### src/rtl/scba_pkg.sv
// Shared types and codes for the size-class block allocator.
// Used by the controller, the datapath and the top level; depends on nothing.
`default_nettype none

package scba_pkg;

	localparam logic [1:0] OP_ALLOC = 2'd0;
	localparam logic [1:0] OP_FREE  = 2'd1;
	localparam logic [1:0] OP_QUERY = 2'd2;

	localparam int         CFG_IDX_W        = 1;
	localparam logic       CFG_REGION_START = 1'b0;
	localparam logic       CFG_REGION_PAGES = 1'b1;

	typedef enum logic [2:0] {
		ST_OK        = 3'd0,
		ST_ZERO      = 3'd1,
		ST_NOMEM     = 3'd2,
		ST_BAD_FREE  = 3'd3,
		ST_TOO_LARGE = 3'd4
	} scba_status_e;

	typedef struct packed {
		logic [1:0]  opcode;
		logic [11:0] request_size;
		logic [31:0] block_address;
		logic        frame_ok;
	} scba_in_t;

	typedef struct packed {
		logic [31:0] result_address;
		logic [11:0] block_bytes;
		logic [2:0]  status;
	} scba_out_t;

	// controller -> datapath
	typedef struct packed {
		logic         capture;
		logic         sel_req;
		logic         sel_larger;
		logic         rd_head;
		logic         pop;
		logic         take_page;
		logic         carve;
		logic         rd_free;
		logic         push_free;
		logic         walk_start;
		logic         walk_step;
		logic         res_we;
		logic         res_query;
		scba_status_e res_code;
		logic         out_load;
	} scba_cmd_t;

	// datapath -> controller
	typedef struct packed {
		logic [1:0] opcode;
		logic       zero;
		logic       too_large;
		logic       cls_nz;
		logic       fp_nz;
		logic       frame_ok;
		logic       larger_found;
		logic       free_ok;
		logic       free_bit;
		logic       count_full;
		logic       carve_last;
		logic       walk_last;
	} scba_stat_t;

endpackage

`default_nettype wire

### src/rtl/scba_ctrl.sv
// Sequencer of the size-class block allocator: one-hot state machine that
// drives the datapath through scba_cmd_t and reads scba_stat_t (scba_pkg).
`default_nettype none

module scba_ctrl
	import scba_pkg::*;
(
	input  wire         clk,
	input  wire         arst_n,
	input  wire         in_valid,
	output logic        in_ready,
	output logic        out_valid,
	input  wire         out_ready,
	input  scba_stat_t  stat,
	output scba_cmd_t   cmd
);

	typedef enum logic [8:0] {
		S_IDLE    = 9'b000000001,
		S_DECODE  = 9'b000000010,
		S_CARVE   = 9'b000000100,
		S_POP_RD  = 9'b000001000,
		S_POP     = 9'b000010000,
		S_FREE_RD = 9'b000100000,
		S_WALK_RD = 9'b001000000,
		S_WALK    = 9'b010000000,
		S_DONE    = 9'b100000000
	} state_e;

	state_e state_q, state_d;
	logic   out_valid_q;

	always_comb begin
		state_d = state_q;
		cmd = '0;
		cmd.res_code = ST_OK;
		in_ready = 1'b0;
		case (state_q)
			S_IDLE: begin
				in_ready = 1'b1;
				if (in_valid) begin
					cmd.capture = 1'b1;
					state_d = S_DECODE;
				end
			end
			S_DECODE: begin
				state_d = S_DONE;
				case (stat.opcode)
					OP_ALLOC: begin
						if (stat.zero) begin
							cmd.res_we = 1'b1;
							cmd.res_code = ST_ZERO;
						end else if (stat.too_large) begin
							cmd.res_we = 1'b1;
							cmd.res_code = ST_TOO_LARGE;
						end else if (stat.cls_nz) begin
							cmd.sel_req = 1'b1;
							cmd.rd_head = 1'b1;
							state_d = S_POP;
						end else if (stat.fp_nz) begin
							if (stat.frame_ok) begin
								cmd.sel_req = 1'b1;
								cmd.take_page = 1'b1;
								state_d = S_CARVE;
							end else begin
								cmd.res_we = 1'b1;
								cmd.res_code = ST_NOMEM;
							end
						end else if (stat.larger_found) begin
							cmd.sel_larger = 1'b1;
							cmd.rd_head = 1'b1;
							state_d = S_POP;
						end else begin
							cmd.res_we = 1'b1;
							cmd.res_code = ST_NOMEM;
						end
					end
					OP_FREE: begin
						if (stat.free_ok) begin
							cmd.rd_free = 1'b1;
							state_d = S_FREE_RD;
						end else begin
							cmd.res_we = 1'b1;
							cmd.res_code = ST_BAD_FREE;
						end
					end
					OP_QUERY: begin
						cmd.res_we = 1'b1;
						cmd.res_query = 1'b1;
					end
					default: begin
						cmd.res_we = 1'b1;
					end
				endcase
			end
			S_CARVE: begin
				cmd.carve = 1'b1;
				if (stat.carve_last) begin
					state_d = S_POP_RD;
				end
			end
			S_POP_RD: begin
				cmd.rd_head = 1'b1;
				state_d = S_POP;
			end
			S_POP: begin
				cmd.pop = 1'b1;
				state_d = S_DONE;
			end
			S_FREE_RD: begin
				if (stat.free_bit) begin
					cmd.res_we = 1'b1;
					cmd.res_code = ST_BAD_FREE;
					state_d = S_DONE;
				end else begin
					cmd.push_free = 1'b1;
					if (stat.count_full) begin
						state_d = S_WALK_RD;
					end else begin
						cmd.res_we = 1'b1;
						state_d = S_DONE;
					end
				end
			end
			S_WALK_RD: begin
				cmd.walk_start = 1'b1;
				state_d = S_WALK;
			end
			S_WALK: begin
				cmd.walk_step = 1'b1;
				if (stat.walk_last) begin
					cmd.res_we = 1'b1;
					state_d = S_DONE;
				end
			end
			S_DONE: begin
				// wait for the output register to drain
				if (!out_valid_q || out_ready) begin
					cmd.out_load = 1'b1;
					state_d = S_IDLE;
				end
			end
			default: begin
				state_d = S_IDLE;
			end
		endcase
	end

	always_ff @(posedge clk or negedge arst_n) begin
		if (!arst_n) begin
			state_q <= S_IDLE;
			out_valid_q <= 1'b0;
		end else begin
			state_q <= state_d;
			if (cmd.out_load) begin
				out_valid_q <= 1'b1;
			end else if (out_ready) begin
				out_valid_q <= 1'b0;
			end
		end
	end

	assign out_valid = out_valid_q;

endmodule

`default_nettype wire

### config.mk
export PLATFORM = sky130hd
export DESIGN_NAME = scba_ctrl
export DESIGN_NICKNAME = d
export VERILOG_FILES = /design/src/rtl/scba_pkg.sv /design/src/rtl/scba_ctrl.sv
export SDC_FILE = /design/constraint.sdc
export NUM_CORES = 1
export LEC_CHECK = 0
export BUFFER_PORTS_ARGS = -buffer_cell sky130_fd_sc_hd__buf_2
export CORE_ASPECT_RATIO = 1.1
export CORE_MARGIN = 2
export CORE_UTILIZATION = 42
export CTS_CLUSTER_SIZE = 16
export DETAILED_ROUTE_END_ITERATION = 7
export GPL_TIMING_DRIVEN = 0
export PLACE_DENSITY = 0.86
export SYNTH_ARGS = -nofsm -noshare
export SYNTH_HDL_FRONTEND = slang
export SYNTH_SLANG_ARGS = --single-unit
export TNS_END_PERCENT = 50
### constraint.sdc
create_clock -name clk -period 1.9 [get_ports clk]
set_input_delay 0.38 -clock clk [delete_from_list [all_inputs] [get_ports clk]]
set_output_delay 0.38 -clock clk [all_outputs]
set_load 0.02 [all_outputs]
==> metrics.txt <==
status finished, violations left; failing checks setup timing; Post-Syn Nets 118; vias in the first global route 999; Yosys warnings 0; cts bufs inserted 3; global route overflow 0; #FFs+latches synth 10; Netlist Area Pre-Place 861 sq um; Nets 174; Synth area leaders dfrtp_1 26%, nor2b_1 5.1%, nor2_1 4.4%; slowest library cell on the worst path dfrtp_2; Syn Inst Count around 100; HP Start out_ready; worst setup margin -388 ps; most frequent cell after synthesis nor2_1; Avg Vias per Cell ~5.8; largest stage delay on the critical path 450 ps; most frequent cells after synthesis 10 x nor2_1, 9 x dfrtp_1, 7 x nor2b_1, 6 x nand2_1; I/O pins 36; max cap viols 0; crit-path leading delay family simple AND/OR/NAND/NOR gates; Leakage around 0.7 nW; post-placement setup slack -363 ps; power per cell area between 700 and 800 mW/mm^2; layout cell share with drive strength beyond 1 59.0%; area of placed instances 0.00110 sq mm; Post-synth EDFFs 0; final core utilization 74.0%; top-area cell type share of the netlist area 26.2%; Distinct cells, synth 41; CP arrival 1910 ps; Multi-input gate area just over 700 sq um; dominant cell type by area after synthesis dfrtp_1; placeable core region between 0.0015 and 0.002 sq mm; Req. time, crit path approximately 1500 ps; reg2reg start state_q[4]$_DFFE_PN0P_; maximum vdd drop 0.590 mV; initial antenna violation count 0; capture point of the worst reg-to-reg path state_q[8]$_DFFE_PN0P_; Crit Path Max Fanout 5; Die H 51.5 um; total negative slack -4870 ps; DRT iter0 DRCs 35; first-pass GRT wire length 4.33 mm; FF-to-FF path depth 8; count of pins over their slew limit 0; total wire length a little over 3 mm; Placed Cells 164; mean routed wirelength per cell roughly 17 um; PortBufs 35; Max-slew headroom a little under three quarters; Synth async-reset ratio 100%; clock tree buffer depth 2; Crit path buffers/inverters 3; worst-skew pair later-pin latency 270 ps; CTS tree built; fin crit period 2290 ps; # clock sinks 10; Seq/Total Area, Yosys 29.2%; Worst-path clk slew roughly 80 ps; final non-filler cell total 184; Setup-failing EPs final 21; Post-route DRC 0; CP Class register to output port; Filler cells 142; Critical Path Sink Type output port; full die area 0.00243 sq mm; Hold Crit Endpoint out_valid$_DFFE_PN0P_; Starting Density a little over two fifths; Worst Hold Class primary input to register; Final Wtd Congestion around 0.86; DR vias 1,058; worst-margin pin slew 417 ps; # rows 17; Total GRT Usage 25.2%; register cell area after layout approximately 260 sq um; clk root buf clkbuf_4; Max Clk Rate 0.437 GHz; CP Launch Type register; Final Hold Fails 0; final instance area 0.00146 sq mm; number of cells on the worst hold path 2; drt pass-1 iters 5; die width 47.2 um; Primary FF master, synth dfrtp_1; mean post-synth cell area 8.52 sq um; CP cell instances nor4_4 > buf_4 > buf_6 > and4b_2 > and2_4 > buf_6; ANT nets after route 0; final period utilization 120%; Final Skew between 3 and 4 ps; Layout area overhead 70.1%; R2R setup slack -120 ps; Crit path top cell by count buf_6; Inserted Diodes 0; largest net degree at the start of global routing 11; RSZ-0062 raised after global routing true; CTS H-Tree Depth 1; Post-DP HPWL 1.74 mm
==> through the flow <==
| stage | hold slack (ps) | total power, W |
|---|---|---|
| final | 314 | 0.00110 |
| after global routing | 315 | 0.00116 |
| after detailed placement | 251 | 0.000691 |
| after global placement | 248 | 0.000678 |
| after CTS | 320 | 0.00100 |
| after floorplan | 84.4 | 0.000575 |
==> cells in the final DEF, fill, tap and decap left out, types with 2 or more instances in the layout <==
| cell type | n |
|---|---|
| buf_4 | 27 |
| buf_2 | 18 |
| buf_6 | 9 |
| nor2_1 | 9 |
| nor2b_1 | 6 |
| nand2_1 | 5 |
| dfrtp_2 | 5 |
| inv_1 | 4 |
| dfrtp_1 | 4 |
| nor4_4 | 3 |
| nand2b_1 | 3 |
| nor3_4 | 3 |
| nor3_2 | 3 |
| nand3_1 | 3 |
| clkbuf_4 | 3 |
| nand3b_1 | 2 |
| o21ai_1 | 2 |
| o21ai_2 | 2 |
| nor3b_2 | 2 |
| nor4b_1 | 2 |
| nand4b_1 | 2 |
| o32ai_2 | 2 |
| nor3b_1 | 2 |
| xor2_1 | 2 |
| nor4_1 | 2 |
==> power by group <==
| group | leakage (nW) | switching [W] | total (W) | internal, W |
|---|---|---|---|---|
| Sequential | 0.127 | 0.0000551 | 0.000305 | 0.000250 |
| Combinational | 0.551 | 0.000319 | 0.000595 | 0.000276 |
| Clock | 0.0210 | 0.0000863 | 0.000203 | 0.000116 |
| Total | 0.699 | 0.000461 | 0.00110 | 0.000642 |
==> layer usage <==
layer,global-route usage [%],vias up,part of all wire [%]
met5,0,-,0
met2,44.1,60,53
met4,10.6,0,2.1
met1,28.7,499,38
li1,-,491,-
met3,4.59,8,6.6
==> how the worst max path moves through the flow <==
stage	start	to	slack [ps]	cells past startpoint
after global placement	state_q[6]$_DFFE_PN0P_	cmd[13]	-350	7
after floorplan	state_q[6]$_DFFE_PN0P_	cmd[15]	-190	6
after CTS	state_q[4]$_DFFE_PN0P_	cmd[16]	-300	6
final	state_q[4]$_DFFE_PN0P_	cmd[16]	-390	6
after global routing	state_q[5]$_DFFE_PN0P_	cmd[11]	-450	6
after detailed placement	state_q[7]$_DFFE_PN0P_	cmd[13]	-360	7
==> area by class of cell <==
class                   count  area share (%)
inverters                   5            1.28
multi-input cells          82            48.6
clock buffers               4            2.48
repair buffers             53            26.5
flip-flops and latches     10            17.6
well taps                  28            2.39
plain buffers               2            1.11
==> state kept, by name, indices dropped and copies added (netlist names) <==
signal and cells:
state_q 9, out_valid 1
==> worst register-to-register path: stages (launching register included) <==
cell and delay, ps:
dfrtp_2 450, nor4_4 350, buf_4 200, buf_6 110, nand4b_1 150, buf_4 200
o2111a_1 260, o311ai_1 90, nand2_1 90
==> cell families after synthesis <==
kind of cell	share of synthesized area, %
simple gates	48.0
compound gates	15.6
flops	29.2
buf+inv	4.22
xor+xnor	3.05
==> what timing repair did <==
action	CTS	global route
pin swaps	12	8
setup buffers	12	5
endpoints found under the setup margin	19	21
resized for setup	43	16
hold buffers	1	0
endpoints found under the hold margin	9	0
Note: power is estimated with default switching activity, not from simulation.
